===== src/rtl/fcc_pkg.sv =====
// ----------------------------------------------------------------------------
// fcc_pkg
// Shared types, constants and helpers of the droplet spacing checker.
// ----------------------------------------------------------------------------
package fcc_pkg;

    localparam int NET_SLOTS_DEF  = 64;
    localparam int TIME_STEPS_DEF = 128;
    localparam int GRID_SIDE_DEF  = 64;

    localparam int FUNC_W  = 2;
    localparam int NET_FW  = 6;
    localparam int SLOT_FW = 6;
    localparam int TIME_FW = 7;
    localparam int POS_FW  = 6;
    localparam int RANK_FW = 6;
    localparam int CNT_FW  = 7;

    localparam int MIN_SPACING = 2;

    typedef enum logic [FUNC_W-1:0] {
        FUNC_PATH  = 2'd0,
        FUNC_ORDER = 2'd1,
        FUNC_CHECK = 2'd2
    } fcc_func_t;

    typedef enum logic [2:0] {
        ST_IDLE,
        ST_START,
        ST_ORD_CHK,
        ST_PATH_CUR,
        ST_PATH_PREV,
        ST_DONE
    } fcc_state_t;

    typedef struct packed {
        logic [FUNC_W-1:0]  func;
        logic [NET_FW-1:0]  net;
        logic [SLOT_FW-1:0] slot;
        logic [TIME_FW-1:0] time_step;
        logic [POS_FW-1:0]  pos_x;
        logic [POS_FW-1:0]  pos_y;
    } fcc_in_t;

    typedef struct packed {
        logic               conflict;
        logic [RANK_FW-1:0] conflict_rank;
    } fcc_out_t;

    typedef struct packed {
        logic latch;     // capture check word, clear rank and hit
        logic path_wr;
        logic ord_wr;
        logic ord_rd;
        logic ord_next;  // order read at rank + 1
        logic path_rd;
        logic path_prev; // path read at t - 1
        logic inc_rank;
        logic set_hit;
        logic load_out;
    } fcc_cmd_t;

    typedef struct packed {
        logic t_bad;
        logic t_zero;
        logic limit_zero;
        logic rank_last;
        logic ord_match;
        logic ord_skip;
        logic hit;
    } fcc_sts_t;

    function automatic logic fcc_too_close(
        input logic [POS_FW-1:0] ax,
        input logic [POS_FW-1:0] ay,
        input logic [POS_FW-1:0] bx,
        input logic [POS_FW-1:0] by
    );
        logic [POS_FW-1:0] ddx;
        logic [POS_FW-1:0] ddy;
        ddx = (ax > bx) ? ax - bx : bx - ax;
        ddy = (ay > by) ? ay - by : by - ay;
        return (ddx < POS_FW'(MIN_SPACING)) && (ddy < POS_FW'(MIN_SPACING));
    endfunction

endpackage


===== src/rtl/fcc_ctrl.sv =====
// ----------------------------------------------------------------------------
// fcc_ctrl
// Sequencer for table writes and the rank walk of a check.
// ----------------------------------------------------------------------------
module fcc_ctrl
    import fcc_pkg::*;
(
    input  logic              clk,
    input  logic              rst_n,
    input  logic              in_valid,
    input  logic [FUNC_W-1:0] in_func,
    output logic              in_ready,
    output logic              out_valid,
    input  logic              out_ready,
    input  fcc_sts_t          sts,
    output fcc_cmd_t          cmd
);
    fcc_state_t state_reg;
    fcc_state_t state_next;
    logic       out_valid_reg;
    logic       out_valid_next;
    logic       accept;

    assign in_ready  = (state_reg == ST_IDLE);
    assign accept    = in_valid && in_ready;
    assign out_valid = out_valid_reg;

    always_ff @(posedge clk or negedge rst_n)
    begin
        if (!rst_n)
        begin
            state_reg     <= ST_IDLE;
            out_valid_reg <= 1'b0;
        end
        else
        begin
            state_reg     <= state_next;
            out_valid_reg <= out_valid_next;
        end
    end

    // next state
    always_comb
    begin
        state_next = state_reg;
        unique case (state_reg)
            ST_IDLE:
            begin
                if (accept && (in_func == FUNC_CHECK))
                begin
                    state_next = ST_START;
                end
            end
            ST_START:
            begin
                if (sts.t_bad || sts.limit_zero)
                begin
                    state_next = ST_DONE;
                end
                else
                begin
                    state_next = ST_ORD_CHK;
                end
            end
            ST_ORD_CHK:
            begin
                priority if (sts.ord_match)
                begin
                    state_next = ST_DONE;
                end
                else if (sts.ord_skip)
                begin
                    state_next = sts.rank_last ? ST_DONE : ST_ORD_CHK;
                end
                else
                begin
                    state_next = ST_PATH_CUR;
                end
            end
            ST_PATH_CUR:
            begin
                priority if (sts.hit)
                begin
                    state_next = ST_DONE;
                end
                else if (sts.t_zero)
                begin
                    state_next = sts.rank_last ? ST_DONE : ST_ORD_CHK;
                end
                else
                begin
                    state_next = ST_PATH_PREV;
                end
            end
            ST_PATH_PREV:
            begin
                if (sts.hit || sts.rank_last)
                begin
                    state_next = ST_DONE;
                end
                else
                begin
                    state_next = ST_ORD_CHK;
                end
            end
            ST_DONE:
            begin
                if (!out_valid_reg || out_ready)
                begin
                    state_next = ST_IDLE;
                end
            end
            default:
            begin
                state_next = ST_IDLE;
            end
        endcase
    end

    // outputs
    always_comb
    begin
        cmd = '0;
        unique case (state_reg)
            ST_IDLE:
            begin
                cmd.latch   = accept && (in_func == FUNC_CHECK);
                cmd.path_wr = accept && (in_func == FUNC_PATH);
                cmd.ord_wr  = accept && (in_func == FUNC_ORDER);
            end
            ST_START:
            begin
                cmd.ord_rd = !(sts.t_bad || sts.limit_zero);
            end
            ST_ORD_CHK:
            begin
                priority if (sts.ord_match)
                begin
                    cmd = '0;
                end
                else if (sts.ord_skip)
                begin
                    cmd.ord_rd   = !sts.rank_last;
                    cmd.ord_next = !sts.rank_last;
                    cmd.inc_rank = !sts.rank_last;
                end
                else
                begin
                    cmd.path_rd = 1'b1;
                end
            end
            ST_PATH_CUR:
            begin
                priority if (sts.hit)
                begin
                    cmd.set_hit = 1'b1;
                end
                else if (sts.t_zero)
                begin
                    cmd.ord_rd   = !sts.rank_last;
                    cmd.ord_next = !sts.rank_last;
                    cmd.inc_rank = !sts.rank_last;
                end
                else
                begin
                    // prefetch the next rank while the t - 1 point is read
                    cmd.path_rd   = 1'b1;
                    cmd.path_prev = 1'b1;
                    cmd.ord_rd    = 1'b1;
                    cmd.ord_next  = 1'b1;
                end
            end
            ST_PATH_PREV:
            begin
                cmd.set_hit  = sts.hit;
                cmd.inc_rank = !sts.hit && !sts.rank_last;
            end
            ST_DONE:
            begin
                cmd.load_out = !out_valid_reg || out_ready;
            end
            default:
            begin
                cmd = '0;
            end
        endcase
    end

    always_comb
    begin
        out_valid_next = out_valid_reg;
        if (cmd.load_out)
        begin
            out_valid_next = 1'b1;
        end
        else if (out_valid_reg && out_ready)
        begin
            out_valid_next = 1'b0;
        end
    end
endmodule


===== config.mk =====
export PLATFORM = sky130hd
export DESIGN_NAME = fcc_ctrl
export DESIGN_NICKNAME = d
export VERILOG_FILES = /design/src/rtl/fcc_pkg.sv /design/src/rtl/fcc_ctrl.sv
export SDC_FILE = /design/constraint.sdc
export NUM_CORES = 1
export LEC_CHECK = 0
export ABC_AREA = 1
export BUFFER_PORTS_ARGS = -buffer_cell sky130_fd_sc_hd__clkbuf_2
export CAP_MARGIN = 40
export CORE_AREA = 2 2 39 41
export DETAILED_ROUTE_END_ITERATION = 8
export DIE_AREA = 0 0 41 43
export PLACE_DENSITY_LB_ADDON = 0.15
export SLEW_MARGIN = 10
export SYNTH_ARGS = -nofsm -noshare
export SYNTH_HDL_FRONTEND = slang
export SYNTH_SLANG_ARGS = --single-unit

===== constraint.sdc =====
create_clock -name clk -period 1.22 [get_ports clk]
set_input_delay 0.122 -clock clk [delete_from_list [all_inputs] [get_ports clk]]
set_output_delay 0.122 -clock clk [all_outputs]
set_load 0.02 [all_outputs]

# Yosys cells after proc, flatten, opt, wreduce, memory -nomap -nowiden
# Index checks and enable logic that the tools add are counted.
# totals
reg_bits	4
latchBits	0
ramBits	0
rom_bits	0
input_bits	13
output_inout_bits	12
elab_cells	55
mem_count	0
# classes
n_addsub	0
multipliers	0
n_div	0
n_lt_le_gt_ge	0
n_eq_ne	9
shift	0
muxes	27
bitwise_logic	0
n_reduce_logical	17
# op_table
op	n
3-bit two-way mux	11
3-bit case mux with 6 select lines	1
1-bit two-way mux	8
3-bit by 2-bit equality test with 1-bit output (second input constant)	2
3-bit equality test (second input constant)	2
1-bit logical AND	6
2-bit two-way mux	3
2-bit case mux with 3 select lines	1
3-bit case mux with 2 select lines	1
5-bit two-way mux	1
1-bit zero test	4
3-bit by 1-bit equality test with 1-bit output (second input constant)	1
3-bit zero test	1
1-bit logical OR	3
1-bit case mux with 3 select lines	1
2-bit by 1-bit equality test with 1-bit output (second input constant)	1
2-bit equality test (second input constant)	1
2-bit zero test	1
2-bit by 1-bit != test with 1-bit output (second input constant)	1
2-bit != test (second input constant)	1
2-bit AND reduction	1
2-bit nonzero test	1

# Depth between registers and ports, before layout
# logic_depth
depth_word	5
mapped_depth	8
ltp_nobuf	8

# Worst setup path before layout
# No wires, ideal clock.
# synth_path
path_type	reg-to-output
startpoint	reg state_reg[1]
endpoint	out cmd[8] (netlist bit)
t_arrival_ns	1.315
required_ns	1.098
path_slack_ns	-0.217
stages_incl_launch_ff	6
n_path_buf	0
path_cell_list	dfrtp_1 -> nor2_1 -> nand2_1 -> inv_2 -> nand2_2 -> nor3_1
# synth_lines
item	line	source
start: declaration	fcc_ctrl.sv:18	fcc_state_t state_reg;
start signal: assignment	fcc_ctrl.sv:37	state_reg <= state_next;
end: declaration	fcc_ctrl.sv:16	output fcc_cmd_t cmd

==> flow_summary.toml <==
[grt]
grt_use_total_pct = 16.0
grt_pass1_vias = 534
grt-ovfl-total = 0
antenna_found_initial = 0
grt_max_degree = 5
grt_pass1_wl_mm = 1.93

[sta]
fmax_mhz = 684
rsz0062_at_grt = "yes"
finalHoldViolCount = 0
post-route-period-util_pct = 120
setup_ws_ns = -0.242
clock_skew_ns = 0.000562
setup_tns_ns = -1.57
timing.slew.headroom_pct = 72.5
worst_pin_slew_ns = 0.410
setup_violations = 11
slew_violations = 0
period_minus_slack_ns = 1.46
whs_ns = 0.142

[critical_path]
cp_max_fo = 4
required_ns = 1.10
critPathKind = "flip-flop to primary output"
cp.arrival_ns = 1.34
endpoint_kind = "primary output"
reg2reg_setup_slack_ns = 0
cp-start-kind = "flip-flop"

[die]
io_pins = 25
die_h_um = 43
start_util_pct = 29.7
rows = 14
die_w_um = 41
core_mm2 = 0.00138
dieArea_mm2 = 0.00176

[clocking]
cts_sinks = 4
clockRootBuffer = "clkbuf_4"
cts_buffers = 3
clkSlewWorstSetupHoldPaths_ns = 0.04
clock_path_buffers = 2
clkLatencyLatePin_ns = 0.25
cts_tree = "done"
htreeDepth = 1

[final_layout]
drive_above_1_share_pct = 53.6
largest_register_ff_count = 3
antenna_cells = 0
finish.instance_area_um2 = 776
syn_to_final_growth_pct = 88.4
nNetsFinal = 125

[place]
hpwl_um = 922
place.gp.congestion = 0.804
place_area_um2 = 594
io_buffer_count = 24

[synth]
syn_area_um2 = 412
synth_area_per_cell_um2 = 5.42
ys_ff_latch = 4
netlist_instances = 76
yosys.cell_types.count = 16
ys_seq_area_share_pct = 24.3
synth_nets = 89
yosys_warnings = 0

[pwr]
ir_worst_vdd_mv = 0.958
p_leak_nw = 0.447
power_density_mw_per_mm2 = 1860

[route]
drtIter0Drc = 9
drc = 0
drt-vias-per-instance = 4.56
wirelength_mm = 1.18
drtPass1Iterations = 4
wl_per_cell_um = 9.39
via_count = 574
final_antenna_net_count = 0

[hold_path]
holdCritPathClass = "input pin to flip-flop"

[run_status]
violations = "setup timing"
status = "finished, violations left"

[run]
maxCapViolCount = 0
## path summary, 6_finish.rpt
check / endpoint / cells past startpoint / from
max in group asynchronous: state_reg[2] / 2 / rst_n
setup / recovery: cmd[2] / 7 / state_reg[0]
hold reg to reg: out_valid / 2 / state_reg[2]
setup reg to reg: state_reg[1] / 7 / state_reg[0]
min in group asynchronous: state_reg[1] / 2 / rst_n
hold / removal: out_valid / 4 / out_ready
## power breakdown
group	switching, mW	internal [mW]	total (mW)
clock network	0.0663	0.111	0.177
logic	0.550	0.431	0.981
registers	0.0821	0.204	0.286
total	0.699	0.746	1.44
## worst max-delay path, cell delays in order (launching register included)
cell and delay, ns:
dfrtp_2 0.40, nand2_2 0.08, nor2_4 0.12, inv_2 0.08, o21ai_1 0.12, nand2_1 0.08, nand2_1 0.08, clkbuf_8 0.14
## synthesized netlist by cell type (all sizes together)
| master | n | area [µm²] |
|---|---|---|
| nand2 | 21 | 81.3 |
| a21oi | 2 | 10.0 |
| nand4 | 2 | 12.5 |
| inv | 19 | 71.3 |
| nor2 | 14 | 57.6 |
| a31o | 1 | 8.76 |
| buf | 1 | 7.51 |
| nor3 | 3 | 15.0 |
| dfrtp | 4 | 100 |
| o211ai | 1 | 7.51 |
| nand3 | 5 | 25.0 |
| o21ai | 3 | 15.0 |
## final cells by class
cell class              count  area [µm²]
repair buffers             32         243
fillers                   137         608
inverters                  19        71.3
clock buffers               3        22.5
well taps                  16        20.0
flip-flops and latches      4         104
multi-input cells          52         315
## cells in the final DEF, fill, tap and decap left out, types with 3 or more instances in the layout
master / instances
nor2_1: 9
inv_1: 14
inv_2: 5
dfrtp_2: 3
nand2_1: 15
buf_4: 11
clkbuf_2: 13
nand2_2: 4
nand3_1: 3
buf_6: 5
clkbuf_4: 3
nor2_4: 5
## cells by family (layout without fill, tap and decap cells)
family	Yosys count	count (layout)	share of synthesized area, %
DFF	4	4	24.3
and+or+nand+nor	45	45	46.5
buffers and inverters	20	54	19.2
AOI/OAI and AO/OA	7	7	10.0
## layer usage
layer	track usage, %	up-vias	part of all wire [%]
met5	0	-	0
met4	8.00	0	1.6
met3	3.14	3	4.6
met2	25.9	13	52
met1	18.6	256	41
li1	-	302	-
## per-stage QoR
stage,power (mW),utilization (%),cells,worst slack (ns)
final,1.44,56.1,126,-0.242
after floorplan,0.748,-,76,-0.0590
after CTS,1.31,50.4,126,-0.240
after global routing,1.56,56.1,126,-0.312
after global placement,1.00,42.9,120,-0.0465
after detailed placement,1.00,42.9,120,-0.0318
## what timing repair did
action / 4_1_cts / 5_1_grt
endpoints found under the hold margin: 4 / 0
setup endpoints to repair: 11 / 13
setup buffers: 2 / 0
hold buffers: 1 / 0
resized for setup: 19 / 33
pin swaps: 2 / 6
No activity file was read; power rests on OpenSTA's default activity.
